### src/hdl/ocr_pkg.sv
// Package for the opacity curve resampler: sizes, state encoding and a helper function.
package ocr_pkg;

  localparam int MAX_POINTS     = 64;
  localparam int MAX_RESOLUTION = 1024;
  localparam int FRAC_BITS      = 16;

  localparam int PT_W     = 16;
  localparam int PT_AW    = $clog2(MAX_POINTS);
  localparam int SPAN_W   = $clog2(MAX_RESOLUTION);
  localparam int SAMP_W   = 10;
  localparam int NP_W     = 7;
  localparam int RES_W    = 11;
  localparam int POS_W    = SPAN_W + PT_AW;
  localparam int DIV_W    = POS_W + FRAC_BITS;
  localparam int DIV_STEPS = DIV_W / 2;
  localparam int CNT_W    = $clog2(DIV_STEPS);
  localparam int PROD_W   = PT_W + FRAC_BITS;
  localparam int ACC_W    = PROD_W + 1;

  localparam int CFG_IDX_W  = 2;
  localparam int CFG_DATA_W = 11;

  localparam logic [PT_W-1:0] Q_ONE = PT_W'(32768);
  localparam logic [PT_W-1:0] Q_HALF = PT_W'(16384);

  localparam logic [CFG_IDX_W-1:0] REG_NUM_POINTS = CFG_IDX_W'(0);
  localparam logic [CFG_IDX_W-1:0] REG_RESOLUTION = CFG_IDX_W'(1);

  localparam logic [NP_W-1:0]  NUM_POINTS_RST = NP_W'(3);
  localparam logic [RES_W-1:0] RESOLUTION_RST = RES_W'(256);

  localparam logic [0:0] KIND_WRITE  = 1'b0;
  localparam logic [0:0] KIND_SAMPLE = 1'b1;

  typedef enum logic [2:0] {
    ST_IDLE,
    ST_MUL,
    ST_DIV,
    ST_ADDR,
    ST_LO,
    ST_HI,
    ST_PROD,
    ST_ACC
  } ocr_state_e;

  function automatic logic [PT_W-1:0] reset_point(logic [PT_AW-1:0] addr);
    logic [PT_W-1:0] v;
    v = '0;
    if (addr == PT_AW'(1)) begin
      v = Q_HALF;
    end else if (addr == PT_AW'(2)) begin
      v = Q_ONE;
    end
    return v;
  endfunction

endpackage

### src/hdl/ocr_ram.sv
// Generic single-write, single-read synchronous RAM with registered read data.
module ocr_ram #(
  parameter int WIDTH = 16,
  parameter int DEPTH = 64
) (
  input  logic                     clk_i,
  input  logic                     we_i,
  input  logic [$clog2(DEPTH)-1:0] waddr_i,
  input  logic [WIDTH-1:0]         wdata_i,
  input  logic                     re_i,
  input  logic [$clog2(DEPTH)-1:0] raddr_i,
  output logic [WIDTH-1:0]         rdata_o
);

  logic [WIDTH-1:0] mem_q [DEPTH];
  logic [WIDTH-1:0] rdata_q;

  always_ff @(posedge clk_i) begin
    if (we_i) begin
      mem_q[waddr_i] <= wdata_i;
    end
    if (re_i) begin
      rdata_q <= mem_q[raddr_i];
    end
  end

  assign rdata_o = rdata_q;

endmodule

### src/hdl/opacity_curve_linear_resampler.sv
// Top level of the opacity curve resampler: control point table and sample interpolator.
//
//  channel | direction | handshake             | payload
//  in      | input     | in_valid_i/in_stall_o | kind, point_index, point_value, sample_index
//  out     | output    | out_valid_o/out_stall_i | sample_number, opacity
//  cfg     | input     | cfg_valid_i/cfg_ready_o | cfg_index_i, cfg_data_i
//
// A point write does not stall the input. A sample request stalls the input after its transfer
// until the interpolator is idle again; the divider works out two quotient bits a cycle, then
// two reads of the point memory's read port fetch the lower and upper points.
// After reset the table holds 0, 0.5 and 1.0 in its first slots through per-slot valid bits.
// A finished sample waits in the output register while the next item is taken in, and the last
// step waits for as long as out_stall_i holds an earlier result in that register.
module opacity_curve_linear_resampler
  import ocr_pkg::*;
(
  input  logic                  clk_i,
  input  logic                  rst_ni,
  input  logic                  in_valid_i,
  output logic                  in_stall_o,
  input  logic                  in_kind_i,
  input  logic [PT_AW-1:0]      in_point_index_i,
  input  logic [PT_W-1:0]       in_point_value_i,
  input  logic [SAMP_W-1:0]     in_sample_index_i,
  output logic                  out_valid_o,
  input  logic                  out_stall_i,
  output logic [SAMP_W-1:0]     out_sample_number_o,
  output logic [PT_W-1:0]       out_opacity_o,
  input  logic                  cfg_valid_i,
  output logic                  cfg_ready_o,
  input  logic [CFG_IDX_W-1:0]  cfg_index_i,
  input  logic [CFG_DATA_W-1:0] cfg_data_i
);

  ocr_state_e state_q, state_d;

  logic [NP_W-1:0]       num_points_q;
  logic [RES_W-1:0]      resolution_q;
  logic [MAX_POINTS-1:0] pt_valid_q;

  logic [SAMP_W-1:0] samp_q;
  logic [PT_AW-1:0]  pm1_q;
  logic [SPAN_W-1:0] span_q;
  logic [SPAN_W-1:0] rem_q;
  logic [DIV_W-1:0]  div_q;
  logic [CNT_W-1:0]  cnt_q;
  logic [FRAC_BITS-1:0] frac_q;
  logic [PT_AW-1:0]  qh_q;
  logic [PT_W-1:0]   lo_q, hi_q;
  logic              up_q;
  logic [PROD_W-1:0] prod_q;
  logic              rd_valid_q;
  logic [PT_AW-1:0]  rd_addr_q;

  logic              out_valid_q;
  logic [SAMP_W-1:0] out_samp_q;
  logic [PT_W-1:0]   out_opa_q;

  logic in_xfer, out_xfer, wr_en, rd_en, out_load;
  logic [PT_AW-1:0]  rd_addr;
  logic [PT_W-1:0]   wr_data, rd_data, pt_data;
  logic [PT_AW-1:0]  pm1_d;
  logic [SPAN_W-1:0] span_d;
  logic [SAMP_W-1:0] samp_d;
  logic [POS_W-1:0]  quot;
  logic [PT_AW-1:0]  q_clamp, qh_d;
  logic [SPAN_W:0]   step1, step2;
  logic [PT_W-1:0]   diff;
  logic [ACC_W-1:0]  lo_ext, acc;

  function automatic logic [SPAN_W:0] div_step(logic [SPAN_W-1:0] rem, logic b,
                                               logic [SPAN_W-1:0] span);
    logic [SPAN_W:0] t;
    logic [SPAN_W:0] r;
    t = {rem, b};
    if (t >= {1'b0, span}) begin
      r = {SPAN_W'(t - {1'b0, span}), 1'b1};
    end else begin
      r = {t[SPAN_W-1:0], 1'b0};
    end
    return r;
  endfunction

  assign in_xfer     = in_valid_i && !in_stall_o;
  assign out_xfer    = out_valid_q && !out_stall_i;
  assign cfg_ready_o = 1'b1;
  assign wr_en       = in_xfer && (in_kind_i == KIND_WRITE);
  assign wr_data     = (in_point_value_i > Q_ONE) ? Q_ONE : in_point_value_i;

  ocr_ram #(
    .WIDTH(PT_W),
    .DEPTH(MAX_POINTS)
  ) u_points (
    .clk_i  (clk_i),
    .we_i   (wr_en),
    .waddr_i(in_point_index_i),
    .wdata_i(wr_data),
    .re_i   (rd_en),
    .raddr_i(rd_addr),
    .rdata_o(rd_data)
  );

  assign pt_data = rd_valid_q ? rd_data : reset_point(rd_addr_q);

  always_comb begin
    if (num_points_q < NP_W'(2)) begin
      pm1_d = PT_AW'(1);
    end else if (num_points_q > NP_W'(MAX_POINTS)) begin
      pm1_d = PT_AW'(MAX_POINTS - 1);
    end else begin
      pm1_d = PT_AW'(num_points_q - NP_W'(1));
    end
    if (resolution_q < RES_W'(2)) begin
      span_d = SPAN_W'(1);
    end else if (resolution_q > RES_W'(MAX_RESOLUTION)) begin
      span_d = SPAN_W'(MAX_RESOLUTION - 1);
    end else begin
      span_d = SPAN_W'(resolution_q - RES_W'(1));
    end
    samp_d = (in_sample_index_i > SAMP_W'(span_d)) ? SAMP_W'(span_d) : in_sample_index_i;
  end

  always_comb begin
    step1 = div_step(rem_q, div_q[DIV_W-1], span_q);
    step2 = div_step(step1[SPAN_W:1], div_q[DIV_W-2], span_q);
  end

  always_comb begin
    quot    = div_q[DIV_W-1:FRAC_BITS];
    q_clamp = (quot >= POS_W'(MAX_POINTS)) ? PT_AW'(MAX_POINTS - 1) : quot[PT_AW-1:0];
    qh_d    = (quot < POS_W'(pm1_q)) ? quot[PT_AW-1:0] + PT_AW'(1) : pm1_q;
  end

  always_comb begin
    diff   = (hi_q >= lo_q) ? hi_q - lo_q : lo_q - hi_q;
    lo_ext = {1'b0, lo_q, {FRAC_BITS{1'b0}}};
    if (up_q) begin
      acc = lo_ext + {1'b0, prod_q};
    end else begin
      acc = lo_ext - {1'b0, prod_q};
    end
    acc = acc + (ACC_W'(1) << (FRAC_BITS - 1));
  end

  always_comb begin
    state_d = state_q;
    unique case (state_q)
      ST_IDLE: begin
        if (in_xfer && (in_kind_i == KIND_SAMPLE)) begin
          state_d = ST_MUL;
        end
      end
      ST_MUL:  state_d = ST_DIV;
      ST_DIV: begin
        if (cnt_q == CNT_W'(DIV_STEPS - 1)) begin
          state_d = ST_ADDR;
        end
      end
      ST_ADDR: state_d = ST_LO;
      ST_LO:   state_d = ST_HI;
      ST_HI:   state_d = ST_PROD;
      ST_PROD: state_d = ST_ACC;
      ST_ACC: begin
        if (!out_valid_q || !out_stall_i) begin
          state_d = ST_IDLE;
        end
      end
      default: state_d = ST_IDLE;
    endcase
  end

  always_comb begin
    in_stall_o = 1'b1;
    rd_en      = 1'b0;
    rd_addr    = q_clamp;
    out_load   = 1'b0;
    unique case (state_q)
      ST_IDLE: in_stall_o = 1'b0;
      ST_ADDR: rd_en = 1'b1;
      ST_LO: begin
        rd_en   = 1'b1;
        rd_addr = qh_q;
      end
      ST_ACC:  out_load = !out_valid_q || !out_stall_i;
      default: ;
    endcase
  end

  always_ff @(posedge clk_i or negedge rst_ni) begin
    if (!rst_ni) begin
      state_q      <= ST_IDLE;
      num_points_q <= NUM_POINTS_RST;
      resolution_q <= RESOLUTION_RST;
      pt_valid_q   <= '0;
      cnt_q        <= '0;
      out_valid_q  <= 1'b0;
    end else begin
      state_q <= state_d;
      if (cfg_valid_i && cfg_ready_o) begin
        unique case (cfg_index_i)
          REG_NUM_POINTS: num_points_q <= NP_W'(cfg_data_i);
          REG_RESOLUTION: resolution_q <= cfg_data_i;
          default: ;
        endcase
      end
      if (wr_en) begin
        pt_valid_q[in_point_index_i] <= 1'b1;
      end
      if (state_q == ST_DIV) begin
        cnt_q <= cnt_q + CNT_W'(1);
      end else begin
        cnt_q <= '0;
      end
      if (out_load) begin
        out_valid_q <= 1'b1;
      end else if (out_xfer) begin
        out_valid_q <= 1'b0;
      end
    end
  end

  always_ff @(posedge clk_i) begin
    if (in_xfer) begin
      samp_q <= samp_d;
      pm1_q  <= pm1_d;
      span_q <= span_d;
    end
    if (rd_en) begin
      rd_valid_q <= pt_valid_q[rd_addr];
      rd_addr_q  <= rd_addr;
    end
    unique case (state_q)
      ST_MUL: begin
        div_q <= {POS_W'(samp_q) * POS_W'(pm1_q), {FRAC_BITS{1'b0}}};
        rem_q <= '0;
      end
      ST_DIV: begin
        div_q <= {div_q[DIV_W-3:0], step1[0], step2[0]};
        rem_q <= step2[SPAN_W:1];
      end
      ST_ADDR: begin
        frac_q <= div_q[FRAC_BITS-1:0];
        qh_q   <= qh_d;
      end
      ST_LO:   lo_q <= pt_data;
      ST_HI:   hi_q <= pt_data;
      ST_PROD: begin
        up_q   <= hi_q >= lo_q;
        prod_q <= PROD_W'(diff) * PROD_W'(frac_q);
      end
      default: ;
    endcase
    if (out_load) begin
      out_samp_q <= samp_q;
      out_opa_q  <= acc[PROD_W-1:FRAC_BITS];
    end
  end

  assign out_valid_o         = out_valid_q;
  assign out_sample_number_o = out_samp_q;
  assign out_opacity_o       = out_opa_q;

`ifndef SYNTHESIS
  a_sample_starts: assert property (@(posedge clk_i) disable iff (!rst_ni)
    in_xfer && (in_kind_i == KIND_SAMPLE) |=> state_q == ST_MUL)
    else $error("Sample request did not start the multiply step.");

  a_div_ends: assert property (@(posedge clk_i) disable iff (!rst_ni)
    (state_q == ST_DIV) && (cnt_q == CNT_W'(DIV_STEPS - 1)) |=> state_q == ST_ADDR)
    else $error("Divider did not finish after its last step.");

  a_result_source: assert property (@(posedge clk_i) disable iff (!rst_ni)
    $rose(out_valid_q) |-> $past(state_q) == ST_ACC)
    else $error("Result appeared without a finished interpolation.");

  a_opacity_range: assert property (@(posedge clk_i) disable iff (!rst_ni)
    out_valid_q |-> out_opa_q <= Q_ONE)
    else $error("Interpolated opacity exceeds one.");

  a_write_marks_valid: assert property (@(posedge clk_i) disable iff (!rst_ni)
    wr_en |=> pt_valid_q[$past(in_point_index_i)])
    else $error("Point write did not mark its slot valid.");
`endif

endmodule

### config.mk
export PLATFORM = sky130hd
export DESIGN_NAME = opacity_curve_linear_resampler
export DESIGN_NICKNAME = d
export VERILOG_FILES = /design/src/hdl/ocr_pkg.sv /design/src/hdl/ocr_ram.sv /design/src/hdl/opacity_curve_linear_resampler.sv
export SDC_FILE = /design/constraint.sdc
export NUM_CORES = 2
export LEC_CHECK = 0
export BUFFER_PORTS_ARGS = -buffer_cell sky130_fd_sc_hd__buf_2
export CORE_MARGIN = 1.5
export CORE_UTILIZATION = 35
export CTS_CLUSTER_SIZE = 40
export DETAILED_ROUTE_END_ITERATION = 12
export GPL_TIMING_DRIVEN = 0
export SYNTH_ARGS = -nofsm -noshare
export SYNTH_HDL_FRONTEND = slang
export SYNTH_HIERARCHICAL = 1
export SYNTH_SLANG_ARGS = --single-unit
### constraint.sdc
create_clock -name clk_i -period 15.4 [get_ports clk_i]
set_input_delay 3.08 -clock clk_i [delete_from_list [all_inputs] [get_ports clk_i]]
set_output_delay 3.08 -clock clk_i [all_outputs]
set_load 0.02 [all_outputs]
# Yosys cells after proc, flatten, opt, wreduce, memory -nomap -nowiden
# Memory sizes are Yosys's and may differ from the RTL's. A register that Yosys moved wholly into a read port is not among the register bits.
# Cells that the tools add are included.
totals:
  wordCells: 116
  output_inout_bits: 29
  ramBits: 1024
  regBits: 278
  in_bits: 51
  memories: 1
memory_table:
  columns: ["name", "depth", "width", "rd", "rd_ports_with_merged_regs", "write_ports", "line", "rtl"]
  rows:
  - ["u_points.mem_q", 64, 16, 1, 1, 1, "ocr_ram.sv:15", "logic [WIDTH-1:0] mem_q [DEPTH];"]
classes:
  n_mul: 2
  muxes: 33
  magnitude_cmp: 14
  n_eq_ne: 14
  reduce_logical: 17
  n_addsub: 11
  bitwise: 2
ops:
  columns: ["cell", "count"]
  rows:
  - ["$mux 16", 5]
  - ["$or 64x64->64", 1]
  - ["$pmux 32 s2", 1]
  - ["$add 32x16->32 const B", 1]
  - ["$add 32x32->32", 1]
  - ["$mul 16x16->32", 1]
  - ["$mux 32", 1]
  - ["$sub 16x16->16", 2]
  - ["$sub 32x32->32", 1]
  - ["$mux 10", 3]
  - ["$mux 6", 4]
  - ["$pmux 3 s8", 1]
  - ["$ge 11x10->1", 2]
  - ["$mux 11", 2]
  - ["$pmux 10 s2", 1]
  - ["$sub 10x10->10", 2]
  - ["$ge 16x16->1", 1]
  - ["$ge 16x7->1 const B", 1]
  - ["$gt 16x16->1 const B", 1]
  - ["$lt 16x6->1", 1]
  - ["$mul 10x6->16", 1]
  - ["$lt 6x7->1 const B", 2]
  - ["$eq 3x3->1 const B", 4]
  - ["$gt 11x11->1 const B", 1]
  - ["other kinds (32)", 52]

# Longest topological paths before layout
logic_depth:
  word_depth: 5
  mapped_depth: 38

# Hierarchy
# Netlist, hierarchy kept.
modules_own_cells:
  columns: ["module", "area_per_inst_um2", "cells_per_inst", "instances", "seq_area_each_um2"]
  rows:
  - ["ocr_ram", 40202.3, 1829, 1, 31230.0]
  - ["opacity_curve_linear_resampler", 26038.7, 2664, 1, 7901.3]

# Worst setup path after synthesis
# Ideal clock, no wire load.
synth_path:
  kind: "register to register"
  start: "register lo_q[1]"
  end: "register prod_q[29] (data pin)"
  slack_ps: 6308
  t_required_ps: 15129
  arrival_ps: 8821
  stages_incl_launch_ff: 35
  cell_sequence: "edfxtp_1 -> inv_1 -> fa_1 -> a21o_1 -> a21o_1 -> and3_1 -> a211o_1 -> a211o_2 -> a211oi_4 -> buf_6 -> o211ai_4 -> a311oi_2 -> xnor2_2 -> buf_6 -> nand2_1 -> fa_1 -> fa_1 -> fa_1 -> inv_1 -> fa_1 -> fa_1 -> inv_1 -> fa_1 -> inv_1 -> ha_1 -> a21o_1 -> a21o_1 -> a21oi_1 -> and3b_1 -> a311o_1 -> o211a_1 -> a21oi_1 -> a221oi_1 -> mux2i_1 -> o2111ai_1"
synth_between:
  elab_chain_len: 3
  elab_cells_between_ends: 5
  classes_between: "add/sub (2); mul (1); order compare (1); mux (1)"
synth_lines:
  columns: ["element", "line", "rtl"]
  rows:
  - ["start, declared", "opacity_curve_linear_resampler.sv:49", "logic [PT_W-1:0] lo_q, hi_q;"]
  - ["start signal, assigned", "opacity_curve_linear_resampler.sv:245", "ST_LO: lo_q <= pt_data;"]
  - ["$sub 16x16->16 or $ge 16x16->1 (tied branches)", "opacity_curve_linear_resampler.sv:135", "diff = (hi_q >= lo_q) ? hi_q - lo_q : lo_q - hi_q;"]
  - ["$mux 16 *", "opacity_curve_linear_resampler.sv:135", null]
  - ["$mul 16x16->32 *", "opacity_curve_linear_resampler.sv:249", "prod_q <= PROD_W'(diff) * PROD_W'(frac_q);"]
  - ["end signal, assigned", "opacity_curve_linear_resampler.sv:249", null]
  - ["end, declared", "opacity_curve_linear_resampler.sv:51", "logic [PROD_W-1:0] prod_q;"]
# Every way passes the cells marked *; elsewhere a longest branch is shown, timed or not.
# A chain may end at the register's enable or synchronous reset.

# Worst setup path after layout
layout_path:
  start: "register lo_q[1]"
  end: "register prod_q[30] (data pin)"
# The elaborated chain is that of the path after synthesis.

==> impl_results.md <==
- Critical path's top delay family: compound AO/OA/AOI/OAI gates
- Post-Route WL: 171,000 µm
- Max Fclk: 86.02 MHz
- CP max-delay cell: nor3_1
- Initial antenna violation count: 6
- Vias/cell: 5.274
- Yosys cell types: 101
- Largest net degree at the start of global routing: 73
- TritonCTS buffer count: 136
- CP Buf/Inv Count: 5
- Longest Clk Path Bufs: 3
- Failing checks: DRC
- Critical path origin: lo_q[1]
- CTS hold repair buffers: 0
- Vias in the first global route: 39,090
- Met2 usage: 29.35%
- ANT cells: 0
- Asr flop ratio synth: 6.829%
- Path depth of the worst reg2reg path: 32
- Layout cells sized above 1: 17.20%
- Hold_sp: div_q[13]
- GR Util met3: 3.152%
- Vias: 38,980
- Die height: 438.0 µm
- Post-route DRC: 3
- Die Width: 438.0 µm
- WP data required: 15.89 ns
- Final min period: 11.62 ns
- Die Footprint: 0.1919 mm²
- MaxCap Viol Count: 0
- Initial Utilization: 35.23%
- Global route overflow: 0
- Register area share after synthesis: 59.07%
- GRT Total Usage: 17.74%
- Max FO, Critical Path: 10
- Setup TNS: 0 ns
- IO Port Bufs: 74
- Row Count: 159
- CP Launch Type: flip-flop
- Setup Viol. Count Final: 0
- Final Net Count: 5,301
- Clock latency on the worst-skew pair: 0.78 ns
- Max transition margin: 2.585%
- CP Capture Type: flip-flop
- Clock Skews: 0.06098 ns
- CP Capture Point: prod_q[30]
- Busiest layer in global routing: met2
- FF-to-FF End: prod_q[30]
- Syn nets: 5,006
- WL per Instance: 23.14 µm
- CTS root buf: clkbuf_16
- Reg2Reg Setup Slack: 3.78 ns
- Worst hold path class: reg -> reg
- Met1 Usage GRT: 23.82%
- Slew Viols, Final: 0
- CP most frequent cell: fa_1
- Ys Warns: 6
- P&R area growth vs syn: 14.48%
- CTS tree: done
- Max incr delay on CP: 1.11 ns
- CTS clk-pin slew, worst paths: 0.06 ns
- Outcome: finished with violations
- Number of synthesized flops with an enable pin: 1,228
- Post-cts resize count: 0
- Drt first pass iters: 9
- Drt initial violations: 3,607
- Flops & latches, synth: 1,318
- Synth Cell Area: 0.06624 mm²
- Post-route ant nets: 0
- R2r startpoint: lo_q[1]
- Main flop type after synthesis: edfxtp_1
- CTS HTree Levels: 4
- Core area: 0.1880 mm²
- Final Wtd Congestion: 0.8707
- Top-Level Pins: 80
- Worst slew pin tran: 1.458 ns
- Final hold vios: 0
- Post-CTS Setup Bufs: 0
- Syn Area/Cell: 14.74 µm²
- Kind of critical path: reg -> reg
- Cells after Synth: 4,493
- Final worst-path cycle share: 75.49%
- RSZ-0062 raised after global routing: no
- Clock sink count: 1,318
- Global-route wire length before repair: 254,300 µm
- Worst path depth: 32
- Arr. time, crit path: 12.11 ns
- DP HPWL: 123,000 µm
-- kinds of logic (layout without fill, tap and decap cells) --
kind of cell    Yosys count  count (layout)  share of synthesized area, %
simple gates           1020            1020                         7.652
xor+xnor                103             103                         1.385
flops                  1318            1318                         59.07
mux                     380             380                         10.10
other cells               1               1                      0.005661
compound gates          621             621                         6.469
fa+ha+maj               462             462                         11.36
buf+inv                 588             990                         3.957
-- routing by layer --
| layer | wire [µm] | share of wire [%] |
|---|---|---|
| met2 | 83410 | 49 |
| met1 | 70880 | 41 |
| met5 | 93 | 0.054 |
| met3 | 11620 | 6.8 |
| met4 | 4972 | 2.9 |
-- registers in the layout, summed over array words and instances, names as in the netlist, 11 cells and up --
name and count:
out_opacity_o 16, prod_q 32, frac_q 16, resolution_q 11
pt_valid_q 64, hi_q 16, u_points/mem_q 1024, u_points/rdata_o 16
lo_q 16, div_q 32
-- cells in the mapped netlist, drive strengths merged (31+ instances only) --
cell	number	area (µm²)
nand2	363	1370
fa	232	4644
mux2	56	630.6
inv	391	1468
o21a	33	247.7
a21oi	121	605.6
edfxtp	1228	36880
a211oi	34	267.8
nor3	40	200.2
ha	230	2878
nor2	173	654.4
and2	166	1042
dfrtp	87	2177
nand3	47	235.2
o21ai	104	520.5
xor2	31	279.0
buf	103	788.3
a21o	99	744.5
xnor2	72	638.1
mux4	224	5060
clkbuf	91	347.8
nor2b	74	462.9
mux2i	100	1001
a22oi	39	292.8
-- cells in the final DEF, fill, tap and decap left out, drive strengths merged, types with 104 or more instances in the layout --
cell	count
a21oi	121
edfxtp	1228
fa	232
ha	230
nand2	363
buf	260
mux4	224
o21ai	104
and2	166
inv	400
clkbuf	257
nor2	173
-- area by class of cell --
type                    count  area (µm²)
clock inverters            79       748.2
multi-input cells        2587       24790
inverters                 393        1475
flip-flops and latches   1318       39130
plain buffers             195        1150
well taps                2495        3122
repair buffers            157        1848
clock buffers             166        3568
fillers                 17180      112200
-- per-stage QoR --
| stage | area [µm²] | utilization, % | hold WS, ns | std cells | worst slack [ns] |
|---|---|---|---|---|---|
| floorplan | 66240 | - | 0.4174 | 4493 | 6.308 |
| global placement | 69730 | 37.09 | 0.4236 | 7062 | 3.805 |
| detailed placement | 71520 | 38.04 | 0.4282 | 7145 | 3.749 |
| CTS | 75840 | 40.34 | 0.4419 | 7390 | 3.725 |
| global route | 75840 | 40.34 | 0.4449 | 7390 | 3.217 |
| finish | 75840 | 40.34 | 0.4386 | 7390 | 3.775 |
-- worst reg2reg max path, delay by kind of cell, from the launching register on --
| family | cells | cell delay, ns |
|---|---|---|
| buf+inv | 5 | 0.76 |
| compound gates | 13 | 4.15 |
| flops | 1 | 0.60 |
| simple gates | 6 | 2.06 |
| fa+ha+maj | 8 | 3.81 |
-- how the worst min path moves through the flow --
stage                 endpoint  slack, ns  cells after the start
floorplan            frac_q[0]       0.42                      0
global placement     frac_q[2]       0.42                      0
detailed placement   frac_q[3]       0.43                      0
CTS                  frac_q[3]       0.44                      0
global route         frac_q[3]       0.44                      0
finish              frac_q[13]       0.44                      0
Power is left out: the tool's default activity adds up to more than one toggle a clock period on the data nets, which glitch-free logic cannot reach.
